## src/hw/rtl/sha1he_pkg.sv

```systemverilog
// ----------------------------------------------------------------------------
// sha1he_pkg
// Shared types, constants and helpers for the SHA-1 hash engine.
// ----------------------------------------------------------------------------
package sha1he_pkg;

    localparam int DIGEST_WORDS = 5;

    typedef logic [31:0] t_word;

    localparam t_word H_INIT [DIGEST_WORDS] = '{
        32'h67452301, 32'hefcdab89, 32'h98badcfe, 32'h10325476, 32'hc3d2e1f0
    };

    localparam t_word K_CH  = 32'h5a827999;
    localparam t_word K_PA1 = 32'h6ed9eba1;
    localparam t_word K_MAJ = 32'h8f1bbcdc;
    localparam t_word K_PA2 = 32'hca62c1d6;

    localparam logic [6:0] ROUND_END_CH  = 7'd20;
    localparam logic [6:0] ROUND_END_PA1 = 7'd40;
    localparam logic [6:0] ROUND_END_MAJ = 7'd60;
    localparam logic [6:0] LAST_ROUND    = 7'd79;

    localparam logic [5:0] FILL_FULL = 6'd63;
    localparam logic [5:0] LEN_START = 6'd56;
    localparam logic [7:0] PAD_MARK  = 8'h80;
    localparam logic [2:0] LAST_OUT  = 3'd4;

    typedef enum logic [2:0] {
        S_IDLE,
        S_PAD,
        S_COMP,
        S_ADD,
        S_OUT
    } t_state;

    typedef enum logic [1:0] {
        P_MARK,
        P_ZERO,
        P_LEN
    } t_pad;

    // Sequencer to datapath control
    typedef struct packed {
        logic       load;      // shift one byte into the block window
        logic [7:0] din;
        logic       start;     // load working vars from chaining words
        logic       round_en;  // run one round
        logic [6:0] round;
        logic       add;       // fold working vars into chaining words
        logic       clear;     // back to initial chaining value
        logic [2:0] out_idx;
    } t_ctl;

    function automatic t_word rotl1(t_word v);
        return {v[30:0], v[31]};
    endfunction

    function automatic t_word rotl5(t_word v);
        return {v[26:0], v[31:27]};
    endfunction

    function automatic t_word rotl30(t_word v);
        return {v[1:0], v[31:2]};
    endfunction

endpackage

```

## src/hw/rtl/sha1_hash_engine_unit.sv

```systemverilog
// ----------------------------------------------------------------------------
// sha1_hash_engine_unit
// SHA-1 engine fed one byte per transfer, emitting five 32-bit digest words.
// ----------------------------------------------------------------------------
// Input stream: tdata carries a message byte, tuser flags that the byte is
// part of the message, tlast ends the message (it may carry no byte, so an
// empty message works). Output stream: five transfers of one digest word
// each, H0 first; tlast marks the fifth.
// A byte that does not fill the 64-byte block just shifts into the window. A
// byte that fills it starts compression: the 80 rounds run on the single
// shared round unit, then the working variables are folded into the chaining
// words, and no new byte is taken until that is done.
// On tlast the sequencer shifts in 0x80, zero fill and the 64-bit length one
// byte per cycle (with one extra compression when the marker and length do
// not fit in the block), then compresses and presents the digest.
// s_axis_tready is low from a block-filling byte or a tlast transfer until the
// engine is idle again. Digest words are held while m_axis_tready is low;
// after the fifth transfer the engine returns to the initial chaining value.
// Reset is synchronous, active low, and leaves the engine idle and empty.
// ----------------------------------------------------------------------------
module sha1_hash_engine_unit (
    input  logic        i_clk,
    input  logic        i_rst_n,
    input  logic        s_axis_tvalid,
    output logic        s_axis_tready,
    input  logic [7:0]  s_axis_tdata,   // [7:0] data_byte
    input  logic        s_axis_tuser,   // [0] has_byte
    input  logic        s_axis_tlast,   // last
    output logic        m_axis_tvalid,
    input  logic        m_axis_tready,
    output logic [31:0] m_axis_tdata,   // [31:0] digest_word
    output logic        m_axis_tlast    // last_word
);
    import sha1he_pkg::*;

    t_state      r_state, n_state;
    t_pad        r_pad, n_pad;
    logic [5:0]  r_fill, n_fill;
    logic [60:0] r_total, n_total;
    logic [6:0]  r_round, n_round;
    logic [2:0]  r_oidx, n_oidx;
    logic        r_in_pad, n_in_pad;
    t_ctl        ctl;
    t_word       w;
    t_word       digest;
    logic [63:0] len_shift;

    // length byte for positions 56..63, most significant first
    assign len_shift = {r_total, 3'b000} >> {~r_fill[2:0], 3'b000};

    always_ff @(posedge i_clk) begin
        if (!i_rst_n) begin
            r_state  <= S_IDLE;
            r_pad    <= P_MARK;
            r_fill   <= '0;
            r_total  <= '0;
            r_round  <= '0;
            r_oidx   <= '0;
            r_in_pad <= 1'b0;
        end else begin
            r_state  <= n_state;
            r_pad    <= n_pad;
            r_fill   <= n_fill;
            r_total  <= n_total;
            r_round  <= n_round;
            r_oidx   <= n_oidx;
            r_in_pad <= n_in_pad;
        end
    end

    always_comb begin
        n_state       = r_state;
        n_pad         = r_pad;
        n_fill        = r_fill;
        n_total       = r_total;
        n_round       = r_round;
        n_oidx        = r_oidx;
        n_in_pad      = r_in_pad;
        ctl           = '0;
        ctl.din       = s_axis_tdata;
        ctl.round     = r_round;
        ctl.out_idx   = r_oidx;
        s_axis_tready = 1'b0;
        m_axis_tvalid = 1'b0;
        m_axis_tlast  = 1'b0;
        unique case (r_state)
            S_IDLE: begin
                s_axis_tready = 1'b1;
                if (s_axis_tvalid) begin
                    if (s_axis_tuser) begin
                        ctl.load = 1'b1;
                        n_fill   = r_fill + 6'd1;
                        n_total  = r_total + 61'd1;
                        if (r_fill == FILL_FULL) begin
                            ctl.start = 1'b1;
                            n_round   = '0;
                            n_in_pad  = s_axis_tlast;
                            n_state   = S_COMP;
                        end else if (s_axis_tlast) begin
                            n_in_pad = 1'b1;
                            n_state  = S_PAD;
                        end
                    end else if (s_axis_tlast) begin
                        n_in_pad = 1'b1;
                        n_state  = S_PAD;
                    end
                end
            end
            S_PAD: begin
                ctl.load = 1'b1;
                n_fill   = r_fill + 6'd1;
                if (r_pad == P_MARK) begin
                    ctl.din = PAD_MARK;
                    n_pad   = P_ZERO;
                end else if (r_pad == P_ZERO && r_fill != LEN_START) begin
                    ctl.din = 8'h00;
                end else begin
                    ctl.din = len_shift[7:0];
                    n_pad   = P_LEN;
                end
                if (r_fill == FILL_FULL) begin
                    ctl.start = 1'b1;
                    n_round   = '0;
                    n_state   = S_COMP;
                end
            end
            S_COMP: begin
                ctl.round_en = 1'b1;
                n_round      = r_round + 7'd1;
                if (r_round == LAST_ROUND) begin
                    n_state = S_ADD;
                end
            end
            S_ADD: begin
                ctl.add = 1'b1;
                n_round = '0;
                if (!r_in_pad) begin
                    n_state = S_IDLE;
                end else if (r_pad == P_LEN) begin
                    n_state = S_OUT;
                end else begin
                    n_state = S_PAD;
                end
            end
            S_OUT: begin
                m_axis_tvalid = 1'b1;
                m_axis_tlast  = (r_oidx == LAST_OUT);
                if (m_axis_tready) begin
                    if (r_oidx == LAST_OUT) begin
                        ctl.clear = 1'b1;
                        n_oidx    = '0;
                        n_total   = '0;
                        n_fill    = '0;
                        n_in_pad  = 1'b0;
                        n_pad     = P_MARK;
                        n_state   = S_IDLE;
                    end else begin
                        n_oidx = r_oidx + 3'd1;
                    end
                end
            end
            default: begin
                n_state = S_IDLE;
            end
        endcase
    end

    sha1he_msg u_msg (
        .i_clk (i_clk),
        .i_ctl (ctl),
        .o_w   (w)
    );

    sha1he_core u_core (
        .i_clk         (i_clk),
        .i_rst_n       (i_rst_n),
        .i_ctl         (ctl),
        .i_w           (w),
        .o_digest_word (digest)
    );

    assign m_axis_tdata = digest;

endmodule

```

## src/hw/rtl/sha1he_msg.sv

```systemverilog
// ----------------------------------------------------------------------------
// sha1he_msg
// 512-bit block window: collects message bytes and, during compression,
// serves as the 16-word sliding message schedule.
// ----------------------------------------------------------------------------
module sha1he_msg (
    input  logic              i_clk,
    input  sha1he_pkg::t_ctl  i_ctl,
    output sha1he_pkg::t_word o_w
);
    import sha1he_pkg::*;

    logic [511:0] r_win;
    logic [511:0] n_win;
    t_word        w_new;

    // word j of the window sits at [511-32j -: 32]; w[t+16] from words 13, 8, 2, 0
    assign w_new = rotl1(r_win[95:64] ^ r_win[255:224] ^ r_win[447:416] ^ r_win[511:480]);
    assign o_w   = r_win[511:480];

    always_comb begin
        n_win = r_win;
        if (i_ctl.load) begin
            n_win = {r_win[503:0], i_ctl.din};
        end else if (i_ctl.round_en) begin
            n_win = {r_win[479:0], w_new};
        end
    end

    always_ff @(posedge i_clk) begin
        r_win <= n_win;
    end

endmodule

```

## src/hw/rtl/sha1he_core.sv

```systemverilog
// ----------------------------------------------------------------------------
// sha1he_core
// Shared SHA-1 round unit with working variables and chaining words.
// ----------------------------------------------------------------------------
module sha1he_core (
    input  logic              i_clk,
    input  logic              i_rst_n,
    input  sha1he_pkg::t_ctl  i_ctl,
    input  sha1he_pkg::t_word i_w,
    output sha1he_pkg::t_word o_digest_word
);
    import sha1he_pkg::*;

    t_word r_a, r_b, r_c, r_d, r_e;
    t_word r_h [DIGEST_WORDS];
    t_word f;
    t_word k;
    t_word t_sum;

    always_comb begin
        if (i_ctl.round < ROUND_END_CH) begin
            f = (r_b & r_c) | (~r_b & r_d);
            k = K_CH;
        end else if (i_ctl.round < ROUND_END_PA1) begin
            f = r_b ^ r_c ^ r_d;
            k = K_PA1;
        end else if (i_ctl.round < ROUND_END_MAJ) begin
            f = (r_b & r_c) | (r_b & r_d) | (r_c & r_d);
            k = K_MAJ;
        end else begin
            f = r_b ^ r_c ^ r_d;
            k = K_PA2;
        end
    end

    assign t_sum = rotl5(r_a) + f + r_e + k + i_w;

    always_ff @(posedge i_clk) begin
        if (i_ctl.start) begin
            r_a <= r_h[0];
            r_b <= r_h[1];
            r_c <= r_h[2];
            r_d <= r_h[3];
            r_e <= r_h[4];
        end else if (i_ctl.round_en) begin
            r_a <= t_sum;
            r_b <= r_a;
            r_c <= rotl30(r_b);
            r_d <= r_c;
            r_e <= r_d;
        end
    end

    always_ff @(posedge i_clk) begin
        if (!i_rst_n || i_ctl.clear) begin
            r_h <= H_INIT;
        end else if (i_ctl.add) begin
            r_h[0] <= r_h[0] + r_a;
            r_h[1] <= r_h[1] + r_b;
            r_h[2] <= r_h[2] + r_c;
            r_h[3] <= r_h[3] + r_d;
            r_h[4] <= r_h[4] + r_e;
        end
    end

    assign o_digest_word = r_h[i_ctl.out_idx];

endmodule

```

## config.mk

```make
export PLATFORM = sky130hd
export DESIGN_NAME = sha1_hash_engine_unit
export DESIGN_NICKNAME = d
export VERILOG_FILES = /design/src/hw/rtl/sha1he_pkg.sv /design/src/hw/rtl/sha1_hash_engine_unit.sv /design/src/hw/rtl/sha1he_msg.sv /design/src/hw/rtl/sha1he_core.sv
export SDC_FILE = /design/constraint.sdc
export NUM_CORES = 2
export LEC_CHECK = 0
export ABC_AREA = 1
export BUFFER_PORTS_ARGS = -buffer_cell sky130_fd_sc_hd__clkbuf_2
export CAP_MARGIN = 30
export CORE_MARGIN = 1.5
export CORE_UTILIZATION = 55
export CTS_CLUSTER_DIAMETER = 200
export CTS_CLUSTER_SIZE = 30
export DETAILED_ROUTE_END_ITERATION = 12
export PLACE_DENSITY = 0.82
export SKIP_LAST_GASP = 1
export SLEW_MARGIN = 25
export SYNTH_ARGS = -nofsm -noshare
export SYNTH_HDL_FRONTEND = slang
export SYNTH_SLANG_ARGS = --single-unit
export TNS_END_PERCENT = 100
```

## constraint.sdc

```tcl
create_clock -name i_clk -period 18.6 [get_ports i_clk]
set_input_delay 1.86 -clock i_clk [delete_from_list [all_inputs] [get_ports i_clk]]
set_output_delay 1.86 -clock i_clk [all_outputs]
set_load 0.02 [all_outputs]
```

* After elaboration in Yosys (flattened, before gate mapping)
Cells that the tools add are included.
** Word-level totals
- Flip-flop bits (word level) :: 915
- Latch bits :: 0
- Bits in writable memories :: 0
- Memory bits (read-only) :: 0
- Bits of input ports :: 14
- Output and inout bits :: 35
- Logic and storage cells :: 163
- Memories kept :: 0
** Operators by class
- Add/sub/neg operators :: 13
- Multiply operators :: 0
- Divide/modulo/power cells :: 0
- $lt $le $gt $ge :: 4
- Equality and inequality tests :: 17
- Shift-type cells :: 1
- Mux-type cells :: 77
- Bitwise operators :: 15
- Reduce and logical (&&, ||, !) cells :: 18
** Operator list (count)
- two-way mux 512 bit :: 2
- two-way mux 32 bit :: 17
- adder 32 bit :: 9
- two-way mux 61 bit :: 4
- bitwise XOR 32 bit :: 5
- bitwise AND 32 bit :: 4
- case mux 61 bit (2 select lines) :: 1
- binary-select mux 32 bit (select 3 bit) :: 1
- bitwise OR 32 bit :: 3
- >> shifter 64 x 6 -> 8 bit :: 1
- adder 61 x 1 -> 61 bit, second input constant :: 1
- two-way mux 3 bit :: 11
- NOT 32 bit :: 1
- two-way mux 31 bit :: 1
- case mux 7 bit (4 select lines) :: 1
- two-way mux 6 bit :: 4
- two-way mux 8 bit :: 3
- two-way mux 7 bit :: 3
- two-way mux 1 bit :: 19
- case mux 6 bit (3 select lines) :: 1
- case mux 3 bit (5 select lines) :: 1
- AND reduction 5 bit :: 3
- less-than comparator 7 x 6 -> 1 bit, second input constant :: 2
- != test 2 bit, second input constant :: 6
- other kinds (30) :: 41

* Depth between registers and ports, before layout
- Depth in word-level cells :: 12
- Mapped depth :: 30
- Gate-level depth less buffers :: 27

* Modules after synthesis
Synthesis repeated with hierarchy kept, for this count alone.
** Second synthesis, totals
- Cell total of the unflattened synthesis :: 7946
- Area, all modules :: 59105.4 sq um
** Modules (own cells, without submodules)
- sha1he_core :: instances 1, cells an instance 4442, area each 29752.3 sq um
- sha1he_msg :: instances 1, cells an instance 2557, area each 23892.9 sq um
- sha1_hash_engine_unit :: instances 1, cells an instance 947, area each 5460.2 sq um

* Worst setup path before layout
OpenSTA, ideal clock, no wires.
- Kind :: input port to flip-flop
- From :: input s_axis_tvalid
- To :: register u_msg.r_win[0], enable pin
- Setup time :: 3687 ps
- Data arrival time :: 10959 ps
- Data required time :: 14913 ps
- Path slack :: 3955 ps
- Cell stages on the path :: 6
- Cell sequence :: nand2_1 nand2_1 nand2_2 clkbuf_1 clkbuf_1 nand2_1
** Between the ends
- Word-level cells in the longest chain between the ends :: 3
** RTL lines
- from (decl) :: RTL line sha1_hash_engine_unit.sv:24 : input logic s_axis_tvalid,
- two-way mux 1 bit :: RTL line sha1_hash_engine_unit.sv:89 : if (s_axis_tvalid) begin
- case mux 1 bit (2 select lines) :: RTL line sha1_hash_engine_unit.sv:86 : unique case (r_state)
- nonzero test 2 bit (no source line)
- to (signal assigned) :: RTL line sha1he_msg.sv:31 : r_win <= n_win;
- to (decl) :: RTL line sha1he_msg.sv:13 : logic [511:0] r_win;
Every way passes these cells.
A chain may end at the register's enable or synchronous reset.

* Worst setup path in the final report
- From :: register r_round[3]
- To :: register u_core.r_a[23] (data pin)
** Between the ends
- Word-level cells in the longest chain between the ends :: 10
** RTL lines
- from (decl) :: RTL line sha1_hash_engine_unit.sv:40 : logic [6:0] r_round, n_round;
- from (signal assigned) :: RTL line sha1_hash_engine_unit.sv:65 : r_round <= n_round;
- less-than comparator 7 x 6 -> 1 bit :: RTL line sha1he_core.sv:27 : end else if (i_ctl.round < ROUND_END_MAJ) begin
- two-way mux 32 bit :: RTL line sha1he_core.sv:27
- two-way mux 32 bit :: RTL line sha1he_core.sv:24 : end else if (i_ctl.round < ROUND_END_PA1) begin
- two-way mux 32 bit :: RTL line sha1he_core.sv:21 : if (i_ctl.round < ROUND_END_CH) begin
- adder 32 bit (2 in a row) :: RTL line sha1he_core.sv:36 : assign t_sum = rotl5(r_a) + f + r_e + k + i_w;
- adder 32 bit * (2 in a row) :: RTL line sha1he_core.sv:36
- two-way mux 32 bit * :: RTL line sha1he_core.sv:45 : end else if (i_ctl.round_en) begin
- two-way mux 32 bit * :: RTL line sha1he_core.sv:39 : if (i_ctl.start) begin
- to (signal assigned) :: RTL line sha1he_core.sv:40 : r_a <= r_h[0];
- to (signal assigned) :: RTL line sha1he_core.sv:46 : r_a <= t_sum;
- to (decl) :: RTL line sha1he_core.sv:14 : t_word r_a, r_b, r_c, r_d, r_e;
Mark *: on every way between the ends. The rest lies on a longest branch, timed or not. The select of a mux whose other input is x is not followed.

==> reports/metrics.csv <==
metric,value,unit
Worst Path Buf+Inv,3,
Fin. Hold Viols,0,
CTS sink cnt,915,
CP startpoint kind,flip-flop,
status,"complete, no violations",
compound-gate portion of the synthesized area,15.3,%
via count,50500,
area of the multi-input gates,27200,µm²
Least-Margin Pin Slew,1140,ps
met3 WL,18200,µm
"Seq/Total Area, Yosys",43.4,%
CTS resizes,0,
cells after synthesis,7386,
Die W,327,µm
TritonCTS clock tree,yes,
fmax,148,MHz
vias per inst,5.83,
# hold bufs at CTS,0,
largest cells by area after synthesis,"edfxtp_1, nand2_1, dfxtp_1, o21ai_0, inv_1",
RSZ-0062 raised after global routing,no,
cell taking the most area after synthesis,edfxtp_1,
# Max-Cap Violations,0,
drt pass-1 iters,7,
DP Area,58800,µm²
Final Cell Area,60100,µm²
Mapped Area,57600,µm²
DR WL/cell,21.5,µm
PD cells,75.1,nW/µm²
Num CTS Buffers,36,
area grow syn2layout,4.23,%
initial core utilization,55.5,%
fillers,9513,
final setup fails,0,
Synth Area in XOR/XNOR,2.35,%
Post-synth ARST share,0,%
CP required,18980,ps
Max clock buf depth,3,
crit-path max FO,20,
multiplexer area fraction after synthesis,0,%
clk_lat worst skew,670,ps
share of the synthesized area in the top cell type,35.0,%
Post-Route M1 WL,74400,µm
Worst-path clk slew,130,ps
Synth Area in Simple Gates,20.9,%
FF+latch area,25000,µm²
adder-cell share of the synthesized area,8.60,%
Post-synth EDFFs,672,
clock skew,57.1,ps
Syn Nets,7725,
drt first-iter violations,6166,
ys flop type,edfxtp_1,
synth unique cells,54,
largest family of logic cells by synthesized area,simple AND/OR/NAND/NOR gates,
Routed Antenna Nets,0,
first-pass GRT wire length,278000,µm
antenna violations before repair,4,
Max H-tree Level,2,
gpl congestion,1.08,
Max IR drop VDD,0.109,mV
DRC violations left,0,
share of cells above drive strength 1,2.76,%
critical path's top delay family,simple AND/OR/NAND/NOR gates,
# IOs,49,
Synth top cells by count,"nand2_1, inv_1, o21ai_0",
layout net count,7588,
detailed placement HPWL,142000,µm
num rows,118,
Max Slew Vio Count,0,
Tot GR Track Use,34.2,%
syn_area_per_cell,7.81,µm²
period utilization,36.3,%
"count leader, synth",nand2_1,
Tmin final,6740,ps
CP max stage delay,810,ps
CP dominant cell by count,nand2_1,
root buffer cell,clkbuf_16,
# Post-CTS Setup Buffers,0,
largest net degree at the start of global routing,255,
Worst setup EP type,flip-flop,
core area,104000,µm²
Slowest cell on crit path,nand2_1,
leakage power,26.1,nW
highest layer used for signal routing,met5,
TNS Setup,0,ps
WL final,186000,µm
CP arrival,7120,ps
Overflow after GRT,0,
Slew headroom,22.9,%
Seq cells post-synth,915,
port bufs,48,
Synth Warn #,0,
metal2 WL,82500,µm
CP Class,reg2reg,
Die Height,327,µm
crit-path cells,nand2_1 -> nand2_1 -> nor2_1 -> nand2_1 -> nand2_1 -> inv_2 -> o22ai_1 -> nor2_1 -> fa_1 -> fa_1 -> inv_1 -> fa_1 -> inv_1 -> ha_1 -> nand2_1 -> nor2_1 -> nand2_1 -> or2_2 -> nand3_1 -> nand2_1 -> nand3_1 -> o21ai_0,
vias in the first global route,47000,
DIE AREA,107000,µm²
Worst Hold Class,reg2reg,
registers in the layout, indices dropped and copies added (netlist names), 6 cells and up:
register / cells
u_core.r_a: 32
u_core.r_d: 32
u_core.r_c: 32
u_core.r_e: 32
u_core.r_h: 160
u_msg.r_win: 512
r_fill: 6
r_round: 7
u_core.r_b: 32
r_total: 61
placed cells by master (no fill, tap or decap), drive strengths merged, types with 7 or more instances in the layout:
cell type,synthesis,final
a211oi,12,12
a21oi,515,515
edfxtp,672,672
o211ai,51,51
nor3,58,58
nand3b,13,13
clkbuf,135,111
o22ai,8,8
xor2,61,61
clkinv,6,9
nor2,473,473
o221ai,7,7
or2,20,20
nand4,89,89
buf,127,38
o21bai,42,42
xnor2,94,94
nand2,1882,1882
a21o,9,9
fa,119,119
o21ai,975,975
ha,206,206
a31oi,11,11
nand3,361,361
dfxtp,243,243
o21a,21,21
nor4,11,11
inv,1135,1135
cell type report:
cell class                 count  area share (%)
antenna                        6          0.0250
clock buffer                  62            1.70
clock inverter                 3           0.104
inverter                    1141            7.15
multi-input combinational   5068            45.3
sequential                   915            41.7
tap                         1380            2.87
timing repair buffer          87            1.17
stage by stage:
step,power (mW),cells,hold slack (ps),worst slack (ps),util (%)
after floorplan,3.25,7386,425,3950,-
after CTS,4.50,8650,477,11960,57.7
after detailed placement,3.47,8585,460,11980,56.7
after global routing,4.71,8656,498,11410,57.9
after global placement,3.45,8583,438,12020,56.7
final,4.51,8662,470,11860,57.9
kinds of logic (layout without fill, tap and decap cells):
logic type | after synthesis | after routing
buffers and inverters | 1403 | 1293
xor gates and xnor gates | 155 | 155
other | 0 | 6
DFF | 915 | 915
AOI/OAI and AO/OA | 1672 | 1672
and+or+nand+nor | 2916 | 2916
adders and majority gates | 325 | 325
power breakdown:
part	switching [mW]	total, mW	internal (mW)
Sequential	0.100	2.54	2.44
Combinational	0.619	0.914	0.295
Clock	0.665	1.05	0.389
Total	1.38	4.51	3.13
metal layers:
metal  global-route usage [%]  up-vias
met1                     45.1    23600
met2                     53.2     2378
met3                     7.19      482
li1                         -    24000
met4                     17.6        2
met5                        0        -
worst paths after layout:
check              from        endpoint  slack (ps)  cells past startpoint
max          r_round[3]  u_core.r_a[23]       11860                     22
min           r_fill[5]       r_fill[5]         470                      2
max reg2reg  r_round[3]  u_core.r_a[23]       11860                     22
min reg2reg   r_fill[5]       r_fill[5]         470                      2
worst reg2reg max path, stage by stage (launching register included):
cell and delay [ps]:
dfxtp_1 400, nand2_1 130, nand2_1 60, nor2_1 610, nand2_1 500, nand2_1 810, inv_2 360, o22ai_1 210
nor2_1 90, fa_1 490, fa_1 620, inv_1 80, fa_1 550, inv_1 50, ha_1 410, nand2_1 150
nor2_1 260, nand2_1 100, or2_2 320, nand3_1 70, nand2_1 50, nand3_1 60, o21ai_0 100
(Power assumes the default switching activity.)
